===== src/pfa_pkg.sv =====
`timescale 1ns / 1ps
`default_nettype none

package pfa_pkg;

  // Frame geometry
  localparam int unsigned FRAME_SHIFT = 12;
  localparam int unsigned ADDR_W      = 32;
  localparam int unsigned PFN_W       = ADDR_W - FRAME_SHIFT;

  // Flag store rows hold 32 frame flags each
  localparam int unsigned ROW_BITS    = 32;
  localparam int unsigned ROW_SEL_W   = 5;

  // Result status codes
  localparam logic [2:0] ST_OK          = 3'd0;
  localparam logic [2:0] ST_NONE_FREE   = 3'd1;
  localparam logic [2:0] ST_BELOW_BASE  = 3'd2;
  localparam logic [2:0] ST_BEYOND      = 3'd3;
  localparam logic [2:0] ST_DOUBLE_FREE = 3'd4;

  // Request kinds
  localparam logic KIND_ALLOC = 1'b0;
  localparam logic KIND_FREE  = 1'b1;

  // Configuration registers
  localparam int unsigned APB_ADDR_W  = 3;
  localparam logic        REG_BASE    = 1'b0;
  localparam logic        REG_MEMSIZE = 1'b1;
  localparam logic [31:0] BASE_RESET    = 32'h0020_0000;
  localparam logic [31:0] MEMSIZE_RESET = 32'h0060_0000;

  // Controller to datapath
  typedef struct packed {
    logic       clr_step;
    logic       req_take;
    logic       prep;
    logic       scan_start;
    logic       scan_run;
    logic       alloc_wr;
    logic       free_wr;
    logic       rsp_load;
    logic [2:0] status;
  } cmd_t;

  // Datapath to controller
  typedef struct packed {
    logic clr_last;
    logic kind;
    logic no_frames;
    logic below;
    logic beyond;
    logic found;
    logic miss;
    logic flag_set;
    logic rsp_busy;
  } sts_t;

endpackage

`default_nettype wire


===== src/pfa_chan_if.sv =====
`timescale 1ns / 1ps
`default_nettype none

interface pfa_req_if;
  logic        valid;
  logic        ready;
  logic        kind;
  logic [31:0] free_addr;

  modport source (output valid, output kind, output free_addr, input ready);
  modport sink   (input valid, input kind, input free_addr, output ready);
endinterface

interface pfa_rsp_if;
  logic        valid;
  logic        ready;
  logic [2:0]  status;
  logic [31:0] frame_addr;

  modport source (output valid, output status, output frame_addr, input ready);
  modport sink   (input valid, input status, input frame_addr, output ready);
endinterface

`default_nettype wire


===== src/pfa_ctrl.sv =====
`timescale 1ns / 1ps
`default_nettype none

module pfa_ctrl (
  input  wire logic          clk_i,
  input  wire logic          rst_ni,
  input  wire logic          req_fire_i,
  input  wire pfa_pkg::sts_t sts_i,
  output logic               req_ready_o,
  output pfa_pkg::cmd_t      cmd_o
);

  typedef enum logic [7:0] {
    S_CLEAR  = 8'b0000_0001,
    S_IDLE   = 8'b0000_0010,
    S_PREP   = 8'b0000_0100,
    S_DECIDE = 8'b0000_1000,
    S_SCAN   = 8'b0001_0000,
    S_FCHECK = 8'b0010_0000,
    S_RESP   = 8'b0100_0000,
    S_SPARE  = 8'b1000_0000
  } state_e;

  state_e     state_q, state_d;
  logic [2:0] st_q, st_d;

  always_comb begin
    state_d     = state_q;
    st_d        = st_q;
    cmd_o       = '0;
    req_ready_o = 1'b0;
    unique case (state_q)
      S_CLEAR: begin
        cmd_o.clr_step = 1'b1;
        if (sts_i.clr_last) begin
          state_d = S_IDLE;
        end
      end
      S_IDLE: begin
        req_ready_o    = 1'b1;
        cmd_o.req_take = req_fire_i;
        if (req_fire_i) begin
          state_d = S_PREP;
        end
      end
      S_PREP: begin
        cmd_o.prep = 1'b1;
        state_d    = S_DECIDE;
      end
      S_DECIDE: begin
        if (sts_i.kind == pfa_pkg::KIND_ALLOC) begin
          if (sts_i.no_frames) begin
            st_d    = pfa_pkg::ST_NONE_FREE;
            state_d = S_RESP;
          end else begin
            cmd_o.scan_start = 1'b1;
            state_d          = S_SCAN;
          end
        end else begin
          priority if (sts_i.below) begin
            st_d    = pfa_pkg::ST_BELOW_BASE;
            state_d = S_RESP;
          end else if (sts_i.beyond) begin
            st_d    = pfa_pkg::ST_BEYOND;
            state_d = S_RESP;
          end else begin
            state_d = S_FCHECK;
          end
        end
      end
      S_SCAN: begin
        cmd_o.scan_run = 1'b1;
        priority if (sts_i.found) begin
          cmd_o.alloc_wr = 1'b1;
          st_d           = pfa_pkg::ST_OK;
          state_d        = S_RESP;
        end else if (sts_i.miss) begin
          st_d    = pfa_pkg::ST_NONE_FREE;
          state_d = S_RESP;
        end else begin
          state_d = S_SCAN;
        end
      end
      S_FCHECK: begin
        if (sts_i.flag_set) begin
          cmd_o.free_wr = 1'b1;
          st_d          = pfa_pkg::ST_OK;
        end else begin
          st_d = pfa_pkg::ST_DOUBLE_FREE;
        end
        state_d = S_RESP;
      end
      S_RESP: begin
        cmd_o.status = st_q;
        if (!sts_i.rsp_busy) begin
          cmd_o.rsp_load = 1'b1;
          state_d        = S_IDLE;
        end
      end
      default: begin
        state_d = S_IDLE;
      end
    endcase
  end

  always_ff @(posedge clk_i or negedge rst_ni) begin
    if (!rst_ni) begin
      state_q <= S_CLEAR;
      st_q    <= pfa_pkg::ST_OK;
    end else begin
      state_q <= state_d;
      st_q    <= st_d;
    end
  end

endmodule

`default_nettype wire


===== src/pfa_dp.sv =====
`timescale 1ns / 1ps
`default_nettype none

module pfa_dp #(
  parameter int unsigned MAX_PAGES = 1024
) (
  input  wire logic          clk_i,
  input  wire logic          rst_ni,
  input  wire logic [31:0]   base_i,
  input  wire logic [31:0]   memsize_i,
  input  wire logic          req_kind_i,
  input  wire logic [31:0]   req_addr_i,
  input  wire pfa_pkg::cmd_t cmd_i,
  output pfa_pkg::sts_t      sts_o,
  output logic               rsp_valid_o,
  input  wire logic          rsp_ready_i,
  output logic [2:0]         rsp_status_o,
  output logic [31:0]        rsp_addr_o
);

  localparam int unsigned ROWS   = (MAX_PAGES + pfa_pkg::ROW_BITS - 1) / pfa_pkg::ROW_BITS;
  localparam int unsigned WA_W   = (ROWS > 1) ? $clog2(ROWS) : 1;
  localparam int unsigned PTR_W  = WA_W + pfa_pkg::ROW_SEL_W;
  localparam int unsigned CNT_W  = $clog2(MAX_PAGES + 1);
  localparam int unsigned LEFT_W = WA_W + 1;
  localparam int unsigned NM_W   = CNT_W + pfa_pkg::ROW_SEL_W;

  // Flag store, one row of 32 frame flags per word
  logic [pfa_pkg::ROW_BITS-1:0] mem_q [ROWS];
  logic [pfa_pkg::ROW_BITS-1:0] rdata_q;

  // Request and derived checks
  logic                     kind_q;
  logic [31:0]              addr_q;
  logic [CNT_W-1:0]         n_q;
  logic                     below_q, beyond_q;
  logic [pfa_pkg::PFN_W-1:0] fidx_q;

  // Scan issue and evaluate stages
  logic [PTR_W-1:0]  ptr_q;
  logic [4:0]        wbit0_q;
  logic [WA_W-1:0]   iss_addr_q;
  logic [LEFT_W-1:0] iss_left_q;
  logic              iss_first_q;
  logic              e_valid_q, e_first_q, e_last_q;
  logic [WA_W-1:0]   e_addr_q;

  logic [WA_W-1:0]   clr_addr_q;
  logic [31:0]       res_addr_q;

  logic        out_valid_q;
  logic [2:0]  out_status_q;
  logic [31:0] out_addr_q;

  // Combinational helpers
  logic [31:0]               diff;
  logic [pfa_pkg::PFN_W-1:0] pages;
  logic [CNT_W-1:0]          n_calc;
  logic [NM_W-1:0]           nm1;
  logic [WA_W-1:0]           lw;
  logic [4:0]                lastbit;
  logic [PTR_W-1:0]          idx0;
  logic [31:0]               lo_mask, hi_mask, mask, freev;
  logic [4:0]                pos;
  logic [PTR_W-1:0]          idx_found;
  logic [WA_W-1:0]           fword;
  logic [4:0]                fbit;
  logic                      issue;
  logic [WA_W-1:0]           rd_addr;
  logic                      we;
  logic [WA_W-1:0]           waddr;
  logic [31:0]               wdata;

  function automatic logic [4:0] first_set(input logic [31:0] v);
    logic [4:0] p;
    p = 5'd0;
    for (int j = 31; j >= 0; j--) begin
      if (v[j]) begin
        p = 5'(j);
      end
    end
    return p;
  endfunction

  // Managed frame count, clamped to the store size
  assign diff  = memsize_i - base_i;
  assign pages = diff[31:pfa_pkg::FRAME_SHIFT];
  always_comb begin
    if (memsize_i <= base_i) begin
      n_calc = '0;
    end else if (pages > pfa_pkg::PFN_W'(MAX_PAGES)) begin
      n_calc = CNT_W'(MAX_PAGES);
    end else begin
      n_calc = pages[CNT_W-1:0];
    end
  end

  assign nm1     = NM_W'(n_q) - NM_W'(1);
  assign lw      = nm1[WA_W+4:5];
  assign lastbit = nm1[4:0];
  assign idx0    = (32'(ptr_q) < 32'(n_q)) ? ptr_q : '0;

  // Evaluate one row: flags outside the window or the current sweep segment are masked
  assign lo_mask = 32'hFFFF_FFFF << wbit0_q;
  assign hi_mask = (e_addr_q == lw) ? (32'hFFFF_FFFF >> (5'd31 - lastbit)) : 32'hFFFF_FFFF;
  always_comb begin
    mask = hi_mask;
    if (e_first_q) begin
      mask = mask & lo_mask;
    end
    if (e_last_q) begin
      mask = mask & ~lo_mask;
    end
  end
  assign freev     = ~rdata_q & mask;
  assign pos       = first_set(freev);
  assign idx_found = {e_addr_q, pos};

  assign fword = fidx_q[WA_W+4:5];
  assign fbit  = fidx_q[4:0];
  assign issue = cmd_i.scan_run && (iss_left_q != '0);

  assign rd_addr = cmd_i.scan_run ? iss_addr_q : fword;

  always_comb begin
    we    = 1'b0;
    waddr = clr_addr_q;
    wdata = '0;
    priority if (cmd_i.clr_step) begin
      we = 1'b1;
    end else if (cmd_i.alloc_wr) begin
      we    = 1'b1;
      waddr = e_addr_q;
      wdata = rdata_q | (32'd1 << pos);
    end else if (cmd_i.free_wr) begin
      we    = 1'b1;
      waddr = fword;
      wdata = rdata_q & ~(32'd1 << fbit);
    end else begin
      we = 1'b0;
    end
  end

  always_ff @(posedge clk_i) begin
    if (we) begin
      mem_q[waddr] <= wdata;
    end
    rdata_q <= mem_q[rd_addr];
  end

  // Payload registers
  always_ff @(posedge clk_i) begin
    if (cmd_i.req_take) begin
      kind_q <= req_kind_i;
      addr_q <= req_addr_i;
    end
    if (cmd_i.prep) begin
      n_q        <= n_calc;
      below_q    <= addr_q < base_i;
      beyond_q   <= addr_q >= memsize_i;
      fidx_q     <= pfa_pkg::PFN_W'((addr_q - base_i) >> pfa_pkg::FRAME_SHIFT);
      res_addr_q <= '0;
    end else if (cmd_i.alloc_wr) begin
      res_addr_q <= base_i + (32'(idx_found) << pfa_pkg::FRAME_SHIFT);
    end
    if (cmd_i.scan_start) begin
      wbit0_q <= idx0[4:0];
    end
    if (issue) begin
      e_first_q <= iss_first_q;
      e_last_q  <= (iss_left_q == LEFT_W'(1));
      e_addr_q  <= iss_addr_q;
    end
    if (cmd_i.rsp_load) begin
      out_status_q <= cmd_i.status;
      out_addr_q   <= res_addr_q;
    end
  end

  // Control registers
  always_ff @(posedge clk_i or negedge rst_ni) begin
    if (!rst_ni) begin
      ptr_q       <= '0;
      iss_addr_q  <= '0;
      iss_left_q  <= '0;
      iss_first_q <= 1'b0;
      e_valid_q   <= 1'b0;
      clr_addr_q  <= '0;
      out_valid_q <= 1'b0;
    end else begin
      if (cmd_i.clr_step) begin
        clr_addr_q <= clr_addr_q + WA_W'(1);
      end
      if (cmd_i.scan_start) begin
        iss_addr_q  <= idx0[PTR_W-1:5];
        iss_left_q  <= LEFT_W'(lw) + LEFT_W'(2);
        iss_first_q <= 1'b1;
        e_valid_q   <= 1'b0;
      end else begin
        e_valid_q <= issue;
        if (issue) begin
          iss_addr_q  <= (iss_addr_q == lw) ? '0 : iss_addr_q + WA_W'(1);
          iss_left_q  <= iss_left_q - LEFT_W'(1);
          iss_first_q <= 1'b0;
        end
      end
      if (cmd_i.alloc_wr) begin
        ptr_q <= idx_found;
      end
      if (cmd_i.rsp_load) begin
        out_valid_q <= 1'b1;
      end else if (rsp_ready_i) begin
        out_valid_q <= 1'b0;
      end
    end
  end

  always_comb begin
    sts_o           = '0;
    sts_o.clr_last  = (clr_addr_q == WA_W'(ROWS - 1));
    sts_o.kind      = kind_q;
    sts_o.no_frames = (n_q == '0);
    sts_o.below     = below_q;
    sts_o.beyond    = beyond_q || (fidx_q >= pfa_pkg::PFN_W'(n_q));
    sts_o.found     = e_valid_q && (freev != '0);
    sts_o.miss      = e_valid_q && e_last_q && (freev == '0);
    sts_o.flag_set  = rdata_q[fbit];
    sts_o.rsp_busy  = out_valid_q && !rsp_ready_i;
  end

  assign rsp_valid_o  = out_valid_q;
  assign rsp_status_o = out_status_q;
  assign rsp_addr_o   = out_addr_q;

endmodule

`default_nettype wire


===== src/page_frame_allocator.sv =====
// Free request: range errors are answered straight from the decide state; an in-range
// release reads its flag row and answers ok or double free. Allocate: a next-fit scan
// reads one 32-frame flag row per cycle, over the whole window, until a free frame turns up.
// One request in flight; the next is taken once the result sits in the output register.
// Reset: async active low; a clearing pass zeroes the flag store, one row at a time,
// before the first request is taken. Registers reset to base 2 MiB, size 6 MiB.
`timescale 1ns / 1ps
`default_nettype none

module page_frame_allocator #(
  parameter int unsigned MAX_PAGES = 1024
) (
  input  wire logic                             clk_i,
  input  wire logic                             rst_ni,
  pfa_req_if.sink                               req_i,
  pfa_rsp_if.source                             rsp_o,
  input  wire logic                             psel,
  input  wire logic                             penable,
  input  wire logic                             pwrite,
  input  wire logic [pfa_pkg::APB_ADDR_W-1:0]   paddr,
  input  wire logic [31:0]                      pwdata,
  output logic [31:0]                           prdata,
  output logic                                  pready
);

  // Configuration registers: base at byte 0, memory size at byte 4
  logic [31:0] base_q, memsize_q;
  logic        cfg_wr;
  logic        cfg_sel;

  // Control and status between sequencer and datapath
  pfa_pkg::cmd_t cmd;
  pfa_pkg::sts_t sts;
  logic          req_ready;
  logic          req_fire;

  assign pready  = 1'b1;
  assign cfg_sel = paddr[2];
  assign cfg_wr  = psel && penable && pwrite;
  assign prdata  = (cfg_sel == pfa_pkg::REG_MEMSIZE) ? memsize_q : base_q;

  // Writes must arrive only while idle, a user rule left unchecked; they apply directly
  always_ff @(posedge clk_i or negedge rst_ni) begin
    if (!rst_ni) begin
      base_q    <= pfa_pkg::BASE_RESET;
      memsize_q <= pfa_pkg::MEMSIZE_RESET;
    end else if (cfg_wr) begin
      if (cfg_sel == pfa_pkg::REG_BASE) begin
        base_q <= pwdata;
      end else begin
        memsize_q <= pwdata;
      end
    end
  end

  // Ready only in the idle state; the clearing pass keeps it low
  assign req_i.ready = req_ready;
  assign req_fire    = req_i.valid && req_ready;

  pfa_ctrl u_ctrl (
    .clk_i       (clk_i),
    .rst_ni      (rst_ni),
    .req_fire_i  (req_fire),
    .sts_i       (sts),
    .req_ready_o (req_ready),
    .cmd_o       (cmd)
  );

  // Flag store, scan pipeline, free checks and the output register
  pfa_dp #(
    .MAX_PAGES (MAX_PAGES)
  ) u_dp (
    .clk_i        (clk_i),
    .rst_ni       (rst_ni),
    .base_i       (base_q),
    .memsize_i    (memsize_q),
    .req_kind_i   (req_i.kind),
    .req_addr_i   (req_i.free_addr),
    .cmd_i        (cmd),
    .sts_o        (sts),
    .rsp_valid_o  (rsp_o.valid),
    .rsp_ready_i  (rsp_o.ready),
    .rsp_status_o (rsp_o.status),
    .rsp_addr_o   (rsp_o.frame_addr)
  );

  // One request at a time: ready drops after every accepted beat
  a_one_in_flight: assert property (@(posedge clk_i) disable iff (!rst_ni)
    req_fire |=> !req_i.ready)
    else $error("request accepted while another is in flight");

  // Only a successful allocation carries an address
  a_err_no_addr: assert property (@(posedge clk_i) disable iff (!rst_ni)
    rsp_o.valid && (rsp_o.status != pfa_pkg::ST_OK) |-> (rsp_o.frame_addr == 32'd0))
    else $error("error result carries a frame address");

  // Status stays within the defined codes
  a_status_code: assert property (@(posedge clk_i) disable iff (!rst_ni)
    rsp_o.valid |-> (rsp_o.status <= pfa_pkg::ST_DOUBLE_FREE))
    else $error("undefined status code");

  // A loaded result is presented on the next cycle
  a_rsp_load: assert property (@(posedge clk_i) disable iff (!rst_ni)
    cmd.rsp_load |=> rsp_o.valid)
    else $error("result load lost");

endmodule

`default_nettype wire


===== src/flat_wrapper.sv =====
// flat-port wrapper written by rule: the top's interface ports become plain ports
module page_frame_allocator_flat 
#(
  parameter int unsigned MAX_PAGES = 1024
)
  (clk_i, rst_ni, psel, penable, pwrite, paddr, pwdata, prdata, pready, req_i_valid, req_i_kind, req_i_free_addr, req_i_ready, rsp_o_valid, rsp_o_status, rsp_o_frame_addr, rsp_o_ready);
  pfa_req_if req_i_i ();
  pfa_rsp_if rsp_o_i ();
  input  wire logic clk_i;
  input  wire logic rst_ni;
  input  wire logic psel;
  input  wire logic penable;
  input  wire logic pwrite;
  input  wire logic [pfa_pkg::APB_ADDR_W-1:0] paddr;
  input  wire logic [31:0] pwdata;
  output logic [31:0] prdata;
  output logic pready;
  input wire logic [$bits(req_i_i.valid)-1:0] req_i_valid;
  input wire logic [$bits(req_i_i.kind)-1:0] req_i_kind;
  input wire logic [$bits(req_i_i.free_addr)-1:0] req_i_free_addr;
  output wire logic [$bits(req_i_i.ready)-1:0] req_i_ready;
  output wire logic [$bits(rsp_o_i.valid)-1:0] rsp_o_valid;
  output wire logic [$bits(rsp_o_i.status)-1:0] rsp_o_status;
  output wire logic [$bits(rsp_o_i.frame_addr)-1:0] rsp_o_frame_addr;
  input wire logic [$bits(rsp_o_i.ready)-1:0] rsp_o_ready;
  assign req_i_i.valid = req_i_valid;
  assign req_i_i.kind = req_i_kind;
  assign req_i_i.free_addr = req_i_free_addr;
  assign req_i_ready = req_i_i.ready;
  assign rsp_o_valid = rsp_o_i.valid;
  assign rsp_o_status = rsp_o_i.status;
  assign rsp_o_frame_addr = rsp_o_i.frame_addr;
  assign rsp_o_i.ready = rsp_o_ready;
  page_frame_allocator #(.MAX_PAGES(MAX_PAGES)) u_core (.clk_i(clk_i), .rst_ni(rst_ni), .req_i(req_i_i), .rsp_o(rsp_o_i), .psel(psel), .penable(penable), .pwrite(pwrite), .paddr(paddr), .pwdata(pwdata), .prdata(prdata), .pready(pready));
endmodule

===== config.mk =====
export PLATFORM = sky130hd
export DESIGN_NAME = page_frame_allocator_flat
export DESIGN_NICKNAME = d
export VERILOG_FILES = /design/src/pfa_pkg.sv /design/src/pfa_chan_if.sv /design/src/pfa_ctrl.sv /design/src/pfa_dp.sv /design/src/page_frame_allocator.sv /design/src/flat_wrapper.sv
export SDC_FILE = /design/constraint.sdc
export NUM_CORES = 2
export LEC_CHECK = 0
export BUFFER_PORTS_ARGS = -buffer_cell sky130_fd_sc_hd__buf_2
export CORE_MARGIN = 2
export CORE_UTILIZATION = 31
export DETAILED_ROUTE_END_ITERATION = 10
export GPL_ROUTABILITY_DRIVEN = 0
export PLACE_DENSITY = 0.56
export SLEW_MARGIN = 25
export SYNTH_ARGS = -nofsm -noshare
export SYNTH_HDL_FRONTEND = slang
export SYNTH_HIERARCHICAL = 1
export SYNTH_SLANG_ARGS = --single-unit

===== constraint.sdc =====
create_clock -name clk_i -period 8.4 [get_ports clk_i]
set_input_delay 1.26 -clock clk_i [delete_from_list [all_inputs] [get_ports clk_i]]
set_output_delay 1.26 -clock clk_i [all_outputs]
set_load 0.01 [all_outputs]

# Word-level counts from Yosys, hierarchy flattened
# Memory sizes are Yosys's and may differ from the RTL's. A register that Yosys moved wholly into a read port is not among the register bits.
# Index checks and enable logic that the tools add are counted.
[op_classes]
n_addsub = 9
mul = 0
div_mod_pow = 0
n_lt_le_gt_ge = 7
eq_ne = 17
n_shift = 4
mux = 93
bitwise_logic = 9
reduce_logical = 22
[op_table]
columns = ["cell", "count"]
rows = [
  ["2-to-1 mux 32 bit", 7],
  ["2-to-1 mux 5 bit", 39],
  ["bitwise AND 32 bit", 4],
  ["NOT 32 bit", 3],
  ["<< shifter 1 x 5 -> 32 bit (first input constant)", 2],
  ["subtractor 32 bit", 2],
  ["case mux 8 bit (7 select lines)", 1],
  ["2-to-1 mux 8 bit", 6],
  ["adder 32 x 22 -> 32 bit", 1],
  [">= comparator 32 bit", 1],
  ["less-or-equal comparator 32 bit", 1],
  ["zero test 32 bit", 1],
  ["< comparator 32 bit", 1],
  ["bitwise OR 32 bit", 1],
  ["nonzero test 32 bit", 1],
  ["<< shifter 32 x 5 -> 32 bit (first input constant)", 1],
  [">> shifter 32 x 5 -> 32 bit (first input constant)", 1],
  ["2-to-1 mux 1 bit", 22],
  ["2-to-1 mux 3 bit", 7],
  ["2-to-1 mux 7 bit", 3],
  [">= comparator 20 x 11 -> 1 bit", 1],
  ["> comparator 20 x 11 -> 1 bit (second input constant)", 1],
  ["2-to-1 mux 6 bit", 2],
  ["zero test 11 bit", 1],
  ["39 further kinds", 51],
]
[totals]
ff_bits = 249
latchBits = 0
ramBits = 1024
mem_bits_ro = 0
output_inout_bits = 70
wordCells = 187
memories = 1
[memory_table]
columns = ["name", "depth", "word_bits", "rd", "rd_ports_with_merged_regs", "wr", "line", "text"]
rows = [
  ["u_core.u_dp.mem_q", 32, 32, 1, 1, 1, "pfa_dp.sv:29", "logic [pfa_pkg::ROW_BITS-1:0] mem_q [ROWS];"],
]

# Depth between registers and ports, before layout
[depth]
ltp_word = 45
ltp_mapped = 27
ltp_nobuf = 24

# Modules after synthesis
# The synthesis kept the hierarchy.
[by_module_without_submodules]
columns = ["mod", "instances", "cells_each", "area_per_inst_um2", "seq_area_each_um2"]
rows = [
  ["pfa_dp", 1, 3585, 54678.7, 36149.7],
  ["page_frame_allocator", 1, 175, 2921.6, 1605.3],
  ["pfa_ctrl", 1, 74, 684.4, 251.5],
]

# Worst setup path before layout
# Ideal clock, no wire load.
[synth_path]
path_kind = "reg2reg"
from = "register u_core.u_dp.n_q[0]"
to = "memory u_core/u_dp/mem_q[0][7] in the netlist's numbering, data pin"
t_arrival_ns = 6.463
required_time_ns = 7.646
path_slack_ns = 1.182
path_stages_with_launch = 19
path_cell_list = "edfxtp_1 -> buf_6 -> inv_1 -> ha_1 -> buf_4 -> nor3b_1 -> xnor2_2 -> nand4_1 -> buf_6 -> a211oi_1 -> o21ai_0 -> nor3_2 -> or2b_1 -> and2_1 -> and2_1 -> clkbuf_1 -> clkinv_1 -> clkbuf_1 -> a2111oi_0"
[synth_lines]
columns = ["item", "line", "text"]
rows = [
  ["start, declared", "pfa_dp.sv:35", "logic [CNT_W-1:0] n_q;"],
  ["start signal, assigned", "pfa_dp.sv:158", "n_q <= n_calc;"],
  ["end, declared", "pfa_dp.sv:29", ""],
]

==> run_results.csv <==
group,metric,value,unit
critical_path,cpMaxStageDelayCell,"edfxtp_1",
yosys,synthXorXnorAreaFrac,1.08,%
finish,num-fill-cells,17600,
clock_network,clockBufferDepth,3,
drt,drt_iter0_drc,3554,
drt,route.detailed.wl_per_inst,24.0,µm
yosys,complex_gate_fraction_of_the_synthesized_area,6.59,%
drt,drtAntennaViolNets,0,
timing,setup_total_negative_slack,0,ns
job,drv.max_cap_violation_count,0,
finish,multi_input_area,19600,µm²
power,share_of_total_power_in_the_clock_network,36.9,%
status,run_status,"completed",
timing,setup_viol,0,
grt,grt_max_degree,105,
yosys,post_synth.cell_area_avg,15.2,µm²
timing,final_max_slew_viol_count,0,
yosys,syn-num-nets,4045,
power,power.switching,4470,µW
yosys,post-synth-top-area-cell,"edfxtp_1",
floorplan,floorplan.io_pins,145,
floorplan,floorplan.initialDensity,31.1,%
power,switching_share,28.0,%
critical_path,timing.critical_path.required,8.82,ns
floorplan,floorplan.core_area,187000,µm²
timing,rsz0062_at_grt,"false",
placed_design,numPortBuffers,141,
timing,max-slew-margin-rel,29.2,%
critical_path,reg2reg_setup_slack,1.34,ns
yosys,yosys_register_bits,1304,
yosys,synth_top_family_by_area,"multiplexers",
power,ir_drop,0.174,mV
placed_design,post-dp-hpwl,96.7,mm
critical_path,crit_path_end_kind,"register",
power,power.static_leakage,0.0253,µW
clock_network,post_cts.resized_instances,0,
timing,maximum_operating_frequency,0.142,GHz
timing,hold-worst-slack,0.427,ns
power,sequentialPowerShare,47.0,%
critical_path,path_common_cell,"buf_4",
grt,grt_antenna_before_repair,7,
drt,number_of_detailed_routing_iterations_run_before_antenna_repair,6,
critical_path,worst-path-max-fanout,41,
timing,timing_worst_slew_pin_value,1.06,ns
yosys,number_of_synthesized_flops_with_an_enable_pin,1137,
critical_path,crit_chain,"inv_1 > ha_1 > nor3b_1 > xnor2_2 > nand4_1 > buf_4 > o32ai_1 > nand4_2 > nor3_2 > or2b_1 > and2_1 > and2_4 > clkinv_1 > buf_4 > and3_1 > a21oi_1 > o21ai_0 > nand2_1 > nor2_4 > buf_4",
timing,finalHoldViolations,0,
critical_path,arrival,7.48,ns
critical_path,worst_setup_path_startpoint,"u_core/u_dp/n_q[1]",
grt,global_route_wire_length_before_repair,234,mm
critical_path,start_kind,"register",
clock_network,cts.repair_timing.setup_buffer_count,0,
yosys,synth_top_cells_by_area,"edfxtp_1 59%, mux4_2 10%, dfrtp_1 4.3%",
drt,vias,34700,
clock_network,clock_tree.htree_level_count,4,
clock_network,worst_setup_hold_path_clk_slew,0.07,ns
yosys,synth_cells,3834,
grt,grt_pass1_vias,34300,
grt,global_route.overflow_total,0,
clock_network,cts.root.buffer_cell,"clkbuf_16",
clock_network,cts.sink_count,1304,
finish,seqCellArea,38000,µm²
clock_network,worst_skew_pair_latency,0.81,ns
floorplan,die_w,438,µm
power,internal_power,11500,µW
timing,final.period_utilization,84.1,%
critical_path,worst-path-buf-inv,5,
clock_network,clock_tree_from_tritoncts,"built",
timing,clock-skew-final,0.0549,ns
yosys,synth.area.mux_share,13.2,%
min_path,worst_hold_path_type,"reg -> reg",
yosys,ys.flop_type,"edfxtp_1",
floorplan,fp-row-count,159,
power,share_comb_of_total_power,16.1,%
critical_path,cp_slowest_stage_delay,0.57,ns
yosys,synth_simple_gate_area_share,8.53,%
yosys,synth.yosys.warnings,6,
finish,p_r_area_growth_vs_syn,15.5,%
timing,period_needed,7.06,ns
drt,vias_cell,5.24,
drt,drcViolationCount,0,
power,power-per-cell-area,237,nW/µm²
grt,global_route_total_usage_across_every_layer,16.4,%
min_path,worstHoldStart,"u_core/u_dp/res_addr_q[15]",
floorplan,vertical_die_dimension,438,µm
clock_network,cts_hold_buf,0,
yosys,post_synth_instance_area,58300,µm²
critical_path,kind_of_cell_with_the_highest_combined_delay_on_the_critical_path,"simple AND/OR/NAND/NOR gates",
yosys,yosys.area_share.adder,2.93,%
critical_path,worstSetupPathType,"reg -> reg",
floorplan,die_area,191000,µm²
yosys,synthArstFlopShare,7.90,%
yosys,netlist-cell-type-count,123,
drt,totalWireLength,159,mm
yosys,post_synthesis_sequential_area_ratio,65.2,%
clock_network,numCtsBuffers,132,
finish,drive_gt1_share,23.5,%
critical_path,regToRegStartpoint,"u_core/u_dp/n_q[1]",
yosys,yosys.area.top_type_share,58.6,%
finish,total_nets_final,4232,
[cell usage after synthesis, types with 33 or more instances]
cell type	count
buf_1	40
xnor2_1	37
nand2b_1	33
o21ai_0	108
nor3_1	40
nand2_1	407
mux2_2	79
a21o_1	46
dfxtp_1	64
edfxtp_1	1137
a21oi_1	115
nor2_1	154
nand3_1	214
clkbuf_1	117
dfrtp_1	99
mux4_2	266
inv_1	128
ha_1	135
[state kept, by name, indices dropped and copies added, names as in the netlist, 5 cells and up]
name,flops
u_core/u_dp/mem_q,1024
u_core/u_dp/iss_left_q,6
u_core/base_q,32
u_core/u_dp/clr_addr_q,5
u_core/u_dp/ptr_q,10
u_core/u_dp/iss_addr_q,5
u_core/u_dp/rdata_q,32
u_core/u_dp/n_q,11
u_core/u_dp/addr_q,32
u_core/memsize_q,32
u_core/u_dp/e_addr_q,5
u_core/u_ctrl/state_q,7
u_core/u_dp/res_addr_q,32
u_core/u_dp/fidx_q,20
u_core/u_dp/wbit0_q,5
u_core/u_dp/rsp_addr_o,32
[power by group through the flow]
stage                     clock [µW]  sequential [µW]  combinational (µW)
after CTS                       6030             7500                2580
after global routing            6280             7530                2820
after floorplan                    0             7460                1830
final                           5890             7510                2570
after global placement             0             7630                2540
after detailed placement           0             7630                2560
[final timing paths]
kind                                                    to  cells after the start
worst max-delay path              u_core/u_dp/mem_q[13][9]                     20
worst min-delay path            u_core/u_dp/rsp_addr_o[15]                      0
worst max register to register    u_core/u_dp/mem_q[13][9]                     20
worst min register to register  u_core/u_dp/rsp_addr_o[15]                      0
max in group asynchronous             u_core/memsize_q[15]                      2
min in group asynchronous          u_core/u_dp/rsp_valid_o                      1
[cells in the final DEF, fill, tap and decap left out, drive strengths merged, types with 33 or more instances in the layout]
cell type,instances
edfxtp,1137
nand2b,33
a21o,46
nand3,215
xnor2,38
clkinv,57
nor2,155
ha,135
nand2,408
dfxtp,64
dfrtp,99
nor3,43
a21oi,117
inv,133
o21ai,110
clkbuf,171
buf,256
mux4,266
mux2,112
[cell families after synthesis]
group	after synthesis
buf+inv	333
xor+xnor	66
fa+ha+maj	136
simple gates	1034
other cells	1
mux	409
compound gates	551
flops	1304
[cell type report]
type / count / share of cell area, %
diodes: 1 / 0.00372
clock buffers: 171 / 5.29
clock inverters: 69 / 1.15
inverters: 130 / 0.725
multi-input cells: 2197 / 29.1
flip-flops and latches: 1304 / 56.5
well taps: 2495 / 4.64
repair buffers: 256 / 2.59
[through the flow]
stage,setup slack (ns),util (%),cell area [µm²],total power (µW),cells
detailed placement,1.43,33.6,62900,10200,6381
floorplan,1.18,-,58300,9290,3834
global placement,1.46,33.6,62900,10200,6379
global route,0.843,35.9,67300,16600,6622
finish,1.34,35.9,67300,16000,6623
CTS,1.37,35.9,67300,16100,6621
[routing by layer]
metal,up-vias,track usage [%],routed length (µm)
met2,1213,25.8,73300
li1,15300,-,-
met3,234,2.83,10700
met5,-,0,0
met1,18000,23.4,71200
met4,0,4.57,3820
(Power assumes the default switching activity.)
